**src/rtl/sync_len_sum_frame_parser_macros.svh**
```systemverilog
// ----------------------------------------------------------------------------
// sync_len_sum_frame_parser_macros
// Assertion macros used by the frame parser top level.
// ----------------------------------------------------------------------------
`ifndef SYNC_LEN_SUM_FRAME_PARSER_MACROS_SVH
`define SYNC_LEN_SUM_FRAME_PARSER_MACROS_SVH

// Same-cycle implication, disabled during reset.
`define SLSFP_ASSERT_IMP(label, clk, rst, ante, cons, msg) \
  label: assert property (@(posedge clk) disable iff (rst) (ante) |-> (cons)) \
    else $error(msg);

// Next-cycle implication, disabled during reset.
`define SLSFP_ASSERT_NXT(label, clk, rst, ante, cons, msg) \
  label: assert property (@(posedge clk) disable iff (rst) (ante) |=> (cons)) \
    else $error(msg);

`endif

```
**src/rtl/slsfp_pkg.sv**
```systemverilog
// ----------------------------------------------------------------------------
// slsfp_pkg
// Types and constants shared by the frame parser modules.
// ----------------------------------------------------------------------------
`timescale 1ns / 1ps

package slsfp_pkg;

  // Configuration register indexes
  localparam logic [2:0] CFG_SYNC_FIRST  = 3'd0;
  localparam logic [2:0] CFG_SYNC_SECOND = 3'd1;
  localparam logic [2:0] CFG_CHANNEL_A   = 3'd2;
  localparam logic [2:0] CFG_CHANNEL_B   = 3'd3;
  localparam logic [2:0] CFG_CHANNEL_C   = 3'd4;

  localparam logic [7:0] RST_SYNC_FIRST  = 8'd0;
  localparam logic [7:0] RST_SYNC_SECOND = 8'd0;
  localparam logic [7:0] RST_CHANNEL_A   = 8'd0;
  localparam logic [7:0] RST_CHANNEL_B   = 8'd1;
  localparam logic [7:0] RST_CHANNEL_C   = 8'd2;

  typedef struct packed {
    logic [7:0] sync_first;
    logic [7:0] sync_second;
    logic [7:0] channel_a;
    logic [7:0] channel_b;
    logic [7:0] channel_c;
  } cfg_t;

  // One checked frame waiting for emission
  typedef struct packed {
    logic       bank;
    logic       empty;
    logic [6:0] count;
    logic [7:0] channel;
    logic [7:0] length;
  } desc_t;

  // Payload store write port
  typedef struct packed {
    logic       en;
    logic       bank;
    logic [5:0] idx;
    logic [7:0] data;
  } wr_t;

  // Bank handed back by the emitter
  typedef struct packed {
    logic en;
    logic bank;
  } rel_t;

endpackage

```
**src/rtl/slsfp_byte_if.sv**
```systemverilog
// ----------------------------------------------------------------------------
// slsfp_byte_if
// Received byte channel.
// ----------------------------------------------------------------------------
`timescale 1ns / 1ps

interface slsfp_byte_if;
  logic       valid;
  logic       ready;
  logic [7:0] rx_byte;

  modport source (output valid, output rx_byte, input ready);
  modport sink (input valid, input rx_byte, output ready);
endinterface

```
**src/rtl/slsfp_frame_if.sv**
```systemverilog
// ----------------------------------------------------------------------------
// slsfp_frame_if
// Result channel, one payload byte of a good frame per transfer, or one marker transfer for an empty payload.
// ----------------------------------------------------------------------------
`timescale 1ns / 1ps

interface slsfp_frame_if;
  logic       valid;
  logic       ready;
  logic [7:0] channel;
  logic [7:0] frame_length;
  logic [7:0] data_byte;
  logic [5:0] byte_index;
  logic       last;
  logic       empty_payload;

  modport source (output valid, output channel, output frame_length, output data_byte,
                  output byte_index, output last, output empty_payload, input ready);
  modport sink (input valid, input channel, input frame_length, input data_byte,
                input byte_index, input last, input empty_payload, output ready);
endinterface

```
**src/rtl/slsfp_cfg_if.sv**
```systemverilog
// ----------------------------------------------------------------------------
// slsfp_cfg_if
// Configuration write channel.
// ----------------------------------------------------------------------------
`timescale 1ns / 1ps

interface slsfp_cfg_if;
  logic       valid;
  logic       ready;
  logic [2:0] index;
  logic [7:0] data;

  modport source (output valid, output index, output data, input ready);
  modport sink (input valid, input index, input data, output ready);
endinterface

```
**src/rtl/slsfp_front.sv**
```systemverilog
// ----------------------------------------------------------------------------
// slsfp_front
// Byte parser: sync hunt, channel/length decode, payload write, checksum.
// ----------------------------------------------------------------------------
`timescale 1ns / 1ps

module slsfp_front #(
  parameter int MAX_PAYLOAD = 64
) (
  input  logic                clk,
  input  logic                rst,
  slsfp_byte_if.sink          rx,
  slsfp_cfg_if.sink           cfg,
  input  logic                q_full,
  input  slsfp_pkg::rel_t     rel,
  output logic                q_push,
  output slsfp_pkg::desc_t    q_desc,
  output slsfp_pkg::wr_t      wr
);

  localparam logic [2:0] PH_SYNC1 = 3'd0;
  localparam logic [2:0] PH_SYNC2 = 3'd1;
  localparam logic [2:0] PH_CHAN  = 3'd2;
  localparam logic [2:0] PH_LEN   = 3'd3;
  localparam logic [2:0] PH_DATA  = 3'd4;
  localparam logic [2:0] PH_SUM   = 3'd5;
  localparam logic [6:0] MAX_CNT  = 7'(MAX_PAYLOAD);

  slsfp_pkg::cfg_t cfg_regs;

  logic [2:0] phase, phase_next;
  logic [7:0] held_channel, held_channel_next;
  logic [7:0] held_length, held_length_next;
  logic [6:0] stored_count, stored_count_next;
  logic [7:0] running_sum, running_sum_next;
  logic       wbank, wbank_next;
  logic [1:0] busy, busy_next;

  logic       accept;
  logic [7:0] b;
  logic [6:0] cnt_inc;
  logic       chan_hit;

  assign cfg.ready = 1'b1;

  always_ff @(posedge clk) begin
    if (rst) begin
      cfg_regs.sync_first  <= slsfp_pkg::RST_SYNC_FIRST;
      cfg_regs.sync_second <= slsfp_pkg::RST_SYNC_SECOND;
      cfg_regs.channel_a   <= slsfp_pkg::RST_CHANNEL_A;
      cfg_regs.channel_b   <= slsfp_pkg::RST_CHANNEL_B;
      cfg_regs.channel_c   <= slsfp_pkg::RST_CHANNEL_C;
    end else if (cfg.valid) begin
      unique case (cfg.index)
        slsfp_pkg::CFG_SYNC_FIRST:  cfg_regs.sync_first  <= cfg.data;
        slsfp_pkg::CFG_SYNC_SECOND: cfg_regs.sync_second <= cfg.data;
        slsfp_pkg::CFG_CHANNEL_A:   cfg_regs.channel_a   <= cfg.data;
        slsfp_pkg::CFG_CHANNEL_B:   cfg_regs.channel_b   <= cfg.data;
        slsfp_pkg::CFG_CHANNEL_C:   cfg_regs.channel_c   <= cfg.data;
        default: ;
      endcase
    end
  end

  // Hold off a payload byte while its bank is still being emitted, and the
  // checksum byte while the descriptor queue has no room.
  assign rx.ready = !((phase == PH_DATA) && busy[wbank]) && !((phase == PH_SUM) && q_full);
  assign accept   = rx.valid && rx.ready;
  assign b        = rx.rx_byte;
  assign cnt_inc  = stored_count + 7'd1;
  assign chan_hit = (b == cfg_regs.channel_a) || (b == cfg_regs.channel_b) ||
                    (b == cfg_regs.channel_c);

  always_comb begin
    phase_next        = phase;
    held_channel_next = held_channel;
    held_length_next  = held_length;
    stored_count_next = stored_count;
    running_sum_next  = running_sum;
    wbank_next        = wbank;
    busy_next         = busy;
    q_push            = 1'b0;
    wr.en             = 1'b0;
    wr.bank           = wbank;
    wr.idx            = stored_count[5:0];
    wr.data           = b;

    q_desc.bank    = wbank;
    q_desc.empty   = (stored_count == 7'd0);
    q_desc.count   = stored_count;
    q_desc.channel = held_channel;
    q_desc.length  = held_length;

    if (rel.en) begin
      busy_next[rel.bank] = 1'b0;
    end

    if (accept) begin
      unique case (phase)
        PH_SYNC2: begin
          if (b == cfg_regs.sync_second) begin
            phase_next = PH_CHAN;
          end else if (b == cfg_regs.sync_first) begin
            phase_next = PH_SYNC2;
          end else begin
            phase_next = PH_SYNC1;
          end
        end
        PH_CHAN: begin
          if (chan_hit) begin
            held_channel_next = b;
            running_sum_next  = b;
            phase_next        = PH_LEN;
          end else if (b == cfg_regs.sync_first) begin
            phase_next = PH_SYNC2;
          end else begin
            phase_next = PH_SYNC1;
          end
        end
        PH_LEN: begin
          held_length_next  = b;
          stored_count_next = 7'd0;
          running_sum_next  = running_sum + b;
          phase_next        = (b == 8'd0) ? PH_SUM : PH_DATA;
        end
        PH_DATA: begin
          wr.en             = 1'b1;
          stored_count_next = cnt_inc;
          running_sum_next  = running_sum + b;
          if (({1'b0, cnt_inc} >= held_length) || (cnt_inc >= MAX_CNT)) begin
            phase_next = PH_SUM;
          end
        end
        PH_SUM: begin
          phase_next = PH_SYNC1;
          if (b == running_sum) begin
            q_push = 1'b1;
            if (stored_count != 7'd0) begin
              busy_next[wbank] = 1'b1;
              wbank_next       = !wbank;
            end
          end
        end
        default: begin
          phase_next = (b == cfg_regs.sync_first) ? PH_SYNC2 : PH_SYNC1;
        end
      endcase
    end
  end

  always_ff @(posedge clk) begin
    if (rst) begin
      phase        <= PH_SYNC1;
      held_channel <= 8'd0;
      held_length  <= 8'd0;
      stored_count <= 7'd0;
      running_sum  <= 8'd0;
      wbank        <= 1'b0;
      busy         <= 2'b00;
    end else begin
      phase        <= phase_next;
      held_channel <= held_channel_next;
      held_length  <= held_length_next;
      stored_count <= stored_count_next;
      running_sum  <= running_sum_next;
      wbank        <= wbank_next;
      busy         <= busy_next;
    end
  end

endmodule

```
**src/rtl/slsfp_fifo.sv**
```systemverilog
// ----------------------------------------------------------------------------
// slsfp_fifo
// Two-entry descriptor queue between parser and emitter.
// ----------------------------------------------------------------------------
`timescale 1ns / 1ps

module slsfp_fifo (
  input  logic              clk,
  input  logic              rst,
  input  logic              push,
  input  slsfp_pkg::desc_t  push_desc,
  input  logic              pop,
  output slsfp_pkg::desc_t  head,
  output logic              not_empty,
  output logic              full
);

  slsfp_pkg::desc_t ent [2];
  logic       wptr;
  logic       rptr;
  logic [1:0] fill;

  assign head      = ent[rptr];
  assign not_empty = (fill != 2'd0);
  assign full      = (fill == 2'd2);

  always_ff @(posedge clk) begin
    if (push) begin
      ent[wptr] <= push_desc;
    end
  end

  always_ff @(posedge clk) begin
    if (rst) begin
      wptr <= 1'b0;
      rptr <= 1'b0;
      fill <= 2'd0;
    end else begin
      if (push) begin
        wptr <= !wptr;
      end
      if (pop) begin
        rptr <= !rptr;
      end
      fill <= fill + 2'(push) - 2'(pop);
    end
  end

endmodule

```
**src/rtl/slsfp_back.sv**
```systemverilog
// ----------------------------------------------------------------------------
// slsfp_back
// Emitter: double-banked payload store, read stage and output register.
// ----------------------------------------------------------------------------
`timescale 1ns / 1ps

module slsfp_back #(
  parameter int MAX_PAYLOAD = 64
) (
  input  logic              clk,
  input  logic              rst,
  input  slsfp_pkg::wr_t    wr,
  input  slsfp_pkg::desc_t  head,
  input  logic              q_valid,
  output logic              pop,
  output slsfp_pkg::rel_t   rel,
  slsfp_frame_if.source     tx
);

  localparam int IDX_W  = (MAX_PAYLOAD > 1) ? $clog2(MAX_PAYLOAD) : 1;
  localparam int ADDR_W = IDX_W + 1;
  localparam int DEPTH  = 2 ** ADDR_W;

  logic [7:0] mem [DEPTH];
  logic [7:0] rdata;

  logic [5:0] rd_idx;
  logic       issue;
  logic       issue_last;
  logic       out_load;

  logic       p1_valid;
  logic [7:0] p1_channel;
  logic [7:0] p1_length;
  logic [5:0] p1_idx;
  logic       p1_last;
  logic       p1_empty;

  assign out_load   = p1_valid && (!tx.valid || tx.ready);
  assign issue      = q_valid && (!p1_valid || out_load);
  assign issue_last = head.empty || ({1'b0, rd_idx} == (head.count - 7'd1));
  assign pop        = issue && issue_last;
  assign rel.en     = pop && !head.empty;
  assign rel.bank   = head.bank;

  // Read data holds between reads so a stalled read stage keeps its byte.
  always_ff @(posedge clk) begin
    if (wr.en) begin
      mem[{wr.bank, wr.idx[IDX_W-1:0]}] <= wr.data;
    end
    if (issue && !head.empty) begin
      rdata <= mem[{head.bank, rd_idx[IDX_W-1:0]}];
    end
  end

  always_ff @(posedge clk) begin
    if (issue) begin
      p1_channel <= head.channel;
      p1_length  <= head.length;
      p1_idx     <= rd_idx;
      p1_last    <= issue_last;
      p1_empty   <= head.empty;
    end
    if (out_load) begin
      tx.channel       <= p1_channel;
      tx.frame_length  <= p1_length;
      tx.data_byte     <= p1_empty ? 8'd0 : rdata;
      tx.byte_index    <= p1_idx;
      tx.last          <= p1_last;
      tx.empty_payload <= p1_empty;
    end
  end

  always_ff @(posedge clk) begin
    if (rst) begin
      rd_idx   <= 6'd0;
      p1_valid <= 1'b0;
      tx.valid <= 1'b0;
    end else begin
      if (issue) begin
        rd_idx <= issue_last ? 6'd0 : rd_idx + 6'd1;
      end
      if (issue) begin
        p1_valid <= 1'b1;
      end else if (out_load) begin
        p1_valid <= 1'b0;
      end
      if (out_load) begin
        tx.valid <= 1'b1;
      end else if (tx.ready) begin
        tx.valid <= 1'b0;
      end
    end
  end

endmodule

```
**src/rtl/sync_len_sum_frame_parser.sv**
```systemverilog
// Result path: checksum byte transfer, descriptor queue entry, read stage, output register.
// Throughput: one received byte per cycle and one result per cycle when neither stalls,
//   set by the single write port and single read port of the two-bank payload store.
// Input stalls only while the next payload bank is still being emitted or the
//   two-entry descriptor queue is full.
// Reset: synchronous, active high; clears control state, store contents are left as is.
// ----------------------------------------------------------------------------
// sync_len_sum_frame_parser
// Two-sync-byte frame parser with additive checksum and per-byte frame output.
// ----------------------------------------------------------------------------
`timescale 1ns / 1ps
`include "sync_len_sum_frame_parser_macros.svh"

module sync_len_sum_frame_parser #(
  parameter int MAX_PAYLOAD = 64
) (
  input  logic          clk,
  input  logic          rst,
  slsfp_byte_if.sink    rx,
  slsfp_frame_if.source tx,
  slsfp_cfg_if.sink     cfg
);

  // Front end: hunts sync, checks channel, writes payload into the free bank
  // and sums it. A frame whose checksum matches is pushed as a descriptor.
  // Back end: pops descriptors in order, reads the bank one byte per cycle unless
  // the output stalls, and hands the bank back to the front end on the final read.

  logic             q_push;
  logic             q_pop;
  logic             q_full;
  logic             q_valid;
  slsfp_pkg::desc_t q_desc;
  slsfp_pkg::desc_t q_head;
  slsfp_pkg::wr_t   wr;
  slsfp_pkg::rel_t  rel;

  slsfp_front #(
    .MAX_PAYLOAD (MAX_PAYLOAD)
  ) u_front (
    .clk    (clk),
    .rst    (rst),
    .rx     (rx),
    .cfg    (cfg),
    .q_full (q_full),
    .rel    (rel),
    .q_push (q_push),
    .q_desc (q_desc),
    .wr     (wr)
  );

  // Empty frames use no bank, so the queue can fill; the front end
  // waits on the checksum byte in that case.
  slsfp_fifo u_fifo (
    .clk       (clk),
    .rst       (rst),
    .push      (q_push),
    .push_desc (q_desc),
    .pop       (q_pop),
    .head      (q_head),
    .not_empty (q_valid),
    .full      (q_full)
  );

  slsfp_back #(
    .MAX_PAYLOAD (MAX_PAYLOAD)
  ) u_back (
    .clk     (clk),
    .rst     (rst),
    .wr      (wr),
    .head    (q_head),
    .q_valid (q_valid),
    .pop     (q_pop),
    .rel     (rel),
    .tx      (tx)
  );

  // Checks
  `SLSFP_ASSERT_IMP(a_push_room, clk, rst, q_push, !q_full, "descriptor pushed into full queue")
  `SLSFP_ASSERT_IMP(a_pop_valid, clk, rst, q_pop, q_valid, "descriptor popped from empty queue")
  `SLSFP_ASSERT_IMP(a_bank_owner, clk, rst, wr.en && rel.en, wr.bank != rel.bank,
    "payload written into a bank that is still being read")
  `SLSFP_ASSERT_IMP(a_empty_last, clk, rst, tx.valid && tx.empty_payload, tx.last,
    "empty-payload result not marked last")
  `SLSFP_ASSERT_NXT(a_push_seen, clk, rst, q_push && !q_pop, q_valid,
    "pushed descriptor not visible to the emitter")

endmodule
```
**src/flat_wrapper.sv**
```systemverilog
// flat-port wrapper written by rule: the top's interface ports become plain ports
module sync_len_sum_frame_parser_flat 
#(
  parameter int MAX_PAYLOAD = 64
)
  (clk, rst, rx_valid, rx_rx_byte, rx_ready, tx_valid, tx_channel, tx_frame_length, tx_data_byte, tx_byte_index, tx_last, tx_empty_payload, tx_ready, cfg_valid, cfg_index, cfg_data, cfg_ready);
  slsfp_byte_if rx_i ();
  slsfp_frame_if tx_i ();
  slsfp_cfg_if cfg_i ();
  input  logic clk;
  input  logic rst;
  input wire logic [$bits(rx_i.valid)-1:0] rx_valid;
  input wire logic [$bits(rx_i.rx_byte)-1:0] rx_rx_byte;
  output wire logic [$bits(rx_i.ready)-1:0] rx_ready;
  output wire logic [$bits(tx_i.valid)-1:0] tx_valid;
  output wire logic [$bits(tx_i.channel)-1:0] tx_channel;
  output wire logic [$bits(tx_i.frame_length)-1:0] tx_frame_length;
  output wire logic [$bits(tx_i.data_byte)-1:0] tx_data_byte;
  output wire logic [$bits(tx_i.byte_index)-1:0] tx_byte_index;
  output wire logic [$bits(tx_i.last)-1:0] tx_last;
  output wire logic [$bits(tx_i.empty_payload)-1:0] tx_empty_payload;
  input wire logic [$bits(tx_i.ready)-1:0] tx_ready;
  input wire logic [$bits(cfg_i.valid)-1:0] cfg_valid;
  input wire logic [$bits(cfg_i.index)-1:0] cfg_index;
  input wire logic [$bits(cfg_i.data)-1:0] cfg_data;
  output wire logic [$bits(cfg_i.ready)-1:0] cfg_ready;
  assign rx_i.valid = rx_valid;
  assign rx_i.rx_byte = rx_rx_byte;
  assign rx_ready = rx_i.ready;
  assign tx_valid = tx_i.valid;
  assign tx_channel = tx_i.channel;
  assign tx_frame_length = tx_i.frame_length;
  assign tx_data_byte = tx_i.data_byte;
  assign tx_byte_index = tx_i.byte_index;
  assign tx_last = tx_i.last;
  assign tx_empty_payload = tx_i.empty_payload;
  assign tx_i.ready = tx_ready;
  assign cfg_i.valid = cfg_valid;
  assign cfg_i.index = cfg_index;
  assign cfg_i.data = cfg_data;
  assign cfg_ready = cfg_i.ready;
  sync_len_sum_frame_parser #(.MAX_PAYLOAD(MAX_PAYLOAD)) u_core (.clk(clk), .rst(rst), .rx(rx_i), .tx(tx_i), .cfg(cfg_i));
endmodule
```
**config.mk**
```make
export PLATFORM = sky130hd
export DESIGN_NAME = sync_len_sum_frame_parser_flat
export DESIGN_NICKNAME = d
export VERILOG_FILES = /design/src/rtl/slsfp_pkg.sv /design/src/rtl/slsfp_byte_if.sv /design/src/rtl/slsfp_frame_if.sv /design/src/rtl/slsfp_cfg_if.sv /design/src/rtl/slsfp_front.sv /design/src/rtl/slsfp_fifo.sv /design/src/rtl/slsfp_back.sv /design/src/rtl/sync_len_sum_frame_parser.sv /design/src/flat_wrapper.sv
export VERILOG_INCLUDE_DIRS = /design/src /design/src/rtl
export SDC_FILE = /design/constraint.sdc
export NUM_CORES = 1
export LEC_CHECK = 0
export BUFFER_PORTS_ARGS = -buffer_cell sky130_fd_sc_hd__buf_2
export CELL_PAD_IN_SITES_DETAIL_PLACEMENT = 2
export CELL_PAD_IN_SITES_GLOBAL_PLACEMENT = 2
export CORE_MARGIN = 3
export CORE_UTILIZATION = 28
export CTS_BUF_LIST = sky130_fd_sc_hd__clkbuf_2
export DETAILED_ROUTE_END_ITERATION = 12
export GPL_ROUTABILITY_DRIVEN = 0
export PLACE_DENSITY = 0.57
export SETUP_SLACK_MARGIN = 0.05
export SLEW_MARGIN = 10
export SYNTH_ARGS = -nofsm -noshare
export SYNTH_HDL_FRONTEND = slang
export SYNTH_HIERARCHICAL = 1
export SYNTH_SLANG_ARGS = --single-unit
```
**constraint.sdc**
```tcl
create_clock -name clk -period 8.2 [get_ports clk]
set_clock_uncertainty 0.2 [all_clocks]
set_input_delay 0 -clock clk [delete_from_list [all_inputs] [get_ports clk]]
set_output_delay 0 -clock clk [all_outputs]
set_load 0.02 [all_outputs]
```
==> impl_metrics.toml <==
[status]
outcome = "finished, final reports clean"

[global_routing]
antenna_found_initial = 5
grt_first_pass_wirelength_um = 212000
grt_pass1_vias = 30800
grt_max_degree = 104
grt_usage_pct = 16.0
overflow = 0

[setup_path]
setup.worst_path.start = "rx_rx_byte[2]"
cpPeakStageDelay_ns = 0.70
crit_family = "buffers and inverters"
r2r_slack_ns = 3.59
path_buf_inv = 12
path_cells = "dlygate4sd3_1, dlygate4sd3_1, dlygate4sd3_1, buf_4, dlygate4sd3_1, buf_12, buf_4, xnor2_1, nand4_1, dlygate4sd3_1, nor2_1, dlygate4sd3_1, o31a_2, dlygate4sd3_1, o211ai_1, dlygate4sd3_1, a21oi_1, dlygate4sd3_1"
crit_type = "in -> reg"
critical_path_peak_fanout = 55
cp_common_cell = "dlygate4sd3_1"
cp_slowest_cell = "dlygate4sd3_1"
path_depth = 18
startpoint_type = "primary input"
critPathRequiredTime_ns = 9.48
timing.rr.start = "u_core/u_front/cfg_regs[20]"
reg2regPathDepth = 11
endpoint_kind = "flop"
cp_data_arrival_time_ns = 7.44

[min_path]
holdPathStages = 0
hp-start = "u_core/u_back/p1_idx[1]"
worstHoldPathType = "reg -> reg"

[placed_design]
port_buffers = 57
place_inst = 4988
hpwl_um = 84700

[synth]
synthArstFlopShare_pct = 0
yosysTopAreaCellShare_pct = 69.3
yosys-top-cells-area = "edfxtp_1 69%, mux4_2 8.5%, mux2i_1 4.1%, dfxtp_1 3.7%, nor2_1 1.2%"
netlist-cell-type-count = 89
syn_avg_cell_area_sq_um = 18.1
synth-edff-count = 1138
syn-num-nets = 2771
yosys_register_bits = 1228
synth_area_sq_um = 49300
synth_cells = 2726
ys.warnings.count = 6
synth_top_area_cell = "edfxtp_1"
ys_seq_area_share_pct = 73.0
synth_flop_cell = "edfxtp_1"

[pwr]
peakVddDrop_mv = 0.100
p_per_area_nw_per_um2 = 222
power_uw = 12500
p_leak_uw = 0.0174

[job]
cap_violations = 0

[drt]
firstDrtPassIters = 5
wl_per_cell_um = 25.3
dr_total_vias = 27400
viasPerCell = 4.80
wl_um = 144000
drc = 0
drt-initial-drc-count = 1847
ant_nets = 0

[clock_network]
numCtsBuffers = 345
cts_setup_buffers = 0
clockRootBuffer = "clkbuf_2"
cts_sinks = 1228
path_clk_slew_ns = 0.10
clk_latency_ns = 1.65
h-tree-depth = 5
cts_tree = "done"
ctsLongestPathBuffers = 4

[sta]
setup_viol = 0
fin_crit_sh_pct = 75.1
rsz0062_at_grt = "false"
clock.fmax_ghz = 0.162
fin_tns_setup_ns = 0
whs_ns = 0.212
fin_crit_ns = 6.16
hold_viol = 0
slew_headroom_pct = 13.5
slew_violations = 0
worst_pin_slew_ns = 1.29

[layout]
area_growth_pct = 13.8
final_util_pct = 32.2
layout_commonest_cell = "edfxtp_1"
finalNonFillerCells = 5705
nNetsFinal = 3190
mostFrequentLayoutCells = "1138 x edfxtp_1, 484 x clkbuf_2, 200 x mux2i_1, 186 x mux4_2, 162 x nor2_1"
nFillCells = 17700
drive_gt1_share_pct = 26.5

[floorplan]
fp-row-count = 153
die_y_um = 426
io_pins = 59
dieArea_sq_um = 181000
die_w_um = 426
start_util_pct = 28.3
core_area_sq_um = 174000
## sequential cells by signal (all words and copies together) (netlist names), 7 cells and up, named ones only
name,count
u_core/u_back/mem,1024
u_core/u_back/p1_channel,8
u_core/u_back/p1_length,8
u_core/u_back/rdata,8
u_core/u_back/tx.channel,8
u_core/u_back/tx.data_byte,8
u_core/u_back/tx.frame_length,8
u_core/u_fifo/ent,50
u_core/u_front/cfg_regs,40
u_core/u_front/held_channel,8
u_core/u_front/held_length,8
u_core/u_front/running_sum,8
u_core/u_front/stored_count,7
## synth_stat cells, types with 22 or more instances
| master | number |
|---|---|
| edfxtp_1 | 1138 |
| buf_6 | 32 |
| xnor2_1 | 47 |
| a21oi_1 | 100 |
| mux4_2 | 186 |
| nand3_1 | 57 |
| o221ai_1 | 34 |
| nor2b_1 | 30 |
| clkbuf_1 | 60 |
| o21ai_0 | 43 |
| inv_1 | 22 |
| nand2_1 | 131 |
| buf_2 | 22 |
| buf_4 | 34 |
| o22ai_1 | 32 |
| mux2i_1 | 200 |
| nor2_1 | 162 |
| a22oi_1 | 28 |
| dfxtp_1 | 90 |
## metal layers
metal	share of wire (%)	vias up	wire (um)	track usage, %
li1	-	11900	-	-
met1	43	14500	61900	20.3
met2	50	700	72600	26.9
met3	4.1	235	5920	2.94
met4	2.8	0	4060	6.09
met5	0	-	0	0
## timing repair
action	in CTS	in global routing
hold buffers	135	0
setup endpoints to repair	0	0
hold endpoints to repair	2204	0
gates resized for setup	0	0
## final cells by class
class	instances	area, sq um	share of cell area (%)
inverters	23	86.3	0.154
multi-input cells	1309	12100	21.6
flip-flops and latches	1228	36000	64.1
clock inverters	94	475	0.847
repair buffers	238	2090	3.73
well taps	2325	2910	5.18
diodes	4	10.0	0.0178
clock buffers	484	2420	4.32
## where the power goes
part / total, uW / internal [uW] / switching [uW] / leakage (uW)
Clock: 4290 / 1700 / 2590 / 0.00226
Sequential: 7030 / 6960 / 69.2 / 0.0110
Combinational: 1160 / 476 / 689 / 0.00418
## path summary, 6_finish.rpt
path	endpoint
hold / removal	u_core/u_back/tx.byte_index[1]
setup reg to reg	u_core/u_front/running_sum[1]
setup / recovery	u_core/u_front/running_sum[1]
hold reg to reg	u_core/u_back/tx.byte_index[1]
## stage by stage
step	worst slack [ns]	instance area [sq um]
after CTS	2.25	56100
after floorplan	4.67	49300
final	2.04	56100
after global placement	4.10	51800
after detailed placement	3.84	51800
after global routing	1.89	56100
## kinds of logic after synthesis
family / synth area share, %
and+or+nand+nor: 4.61
xor gates and xnor gates: 1.11
muxes: 13.6
AOI/OAI and AO/OA: 4.59
adders and majority gates: 0.548
other: 0.00760
DFF: 73.0
buffers and inverters: 2.55
No activity file was read; power rests on OpenSTA's default activity.
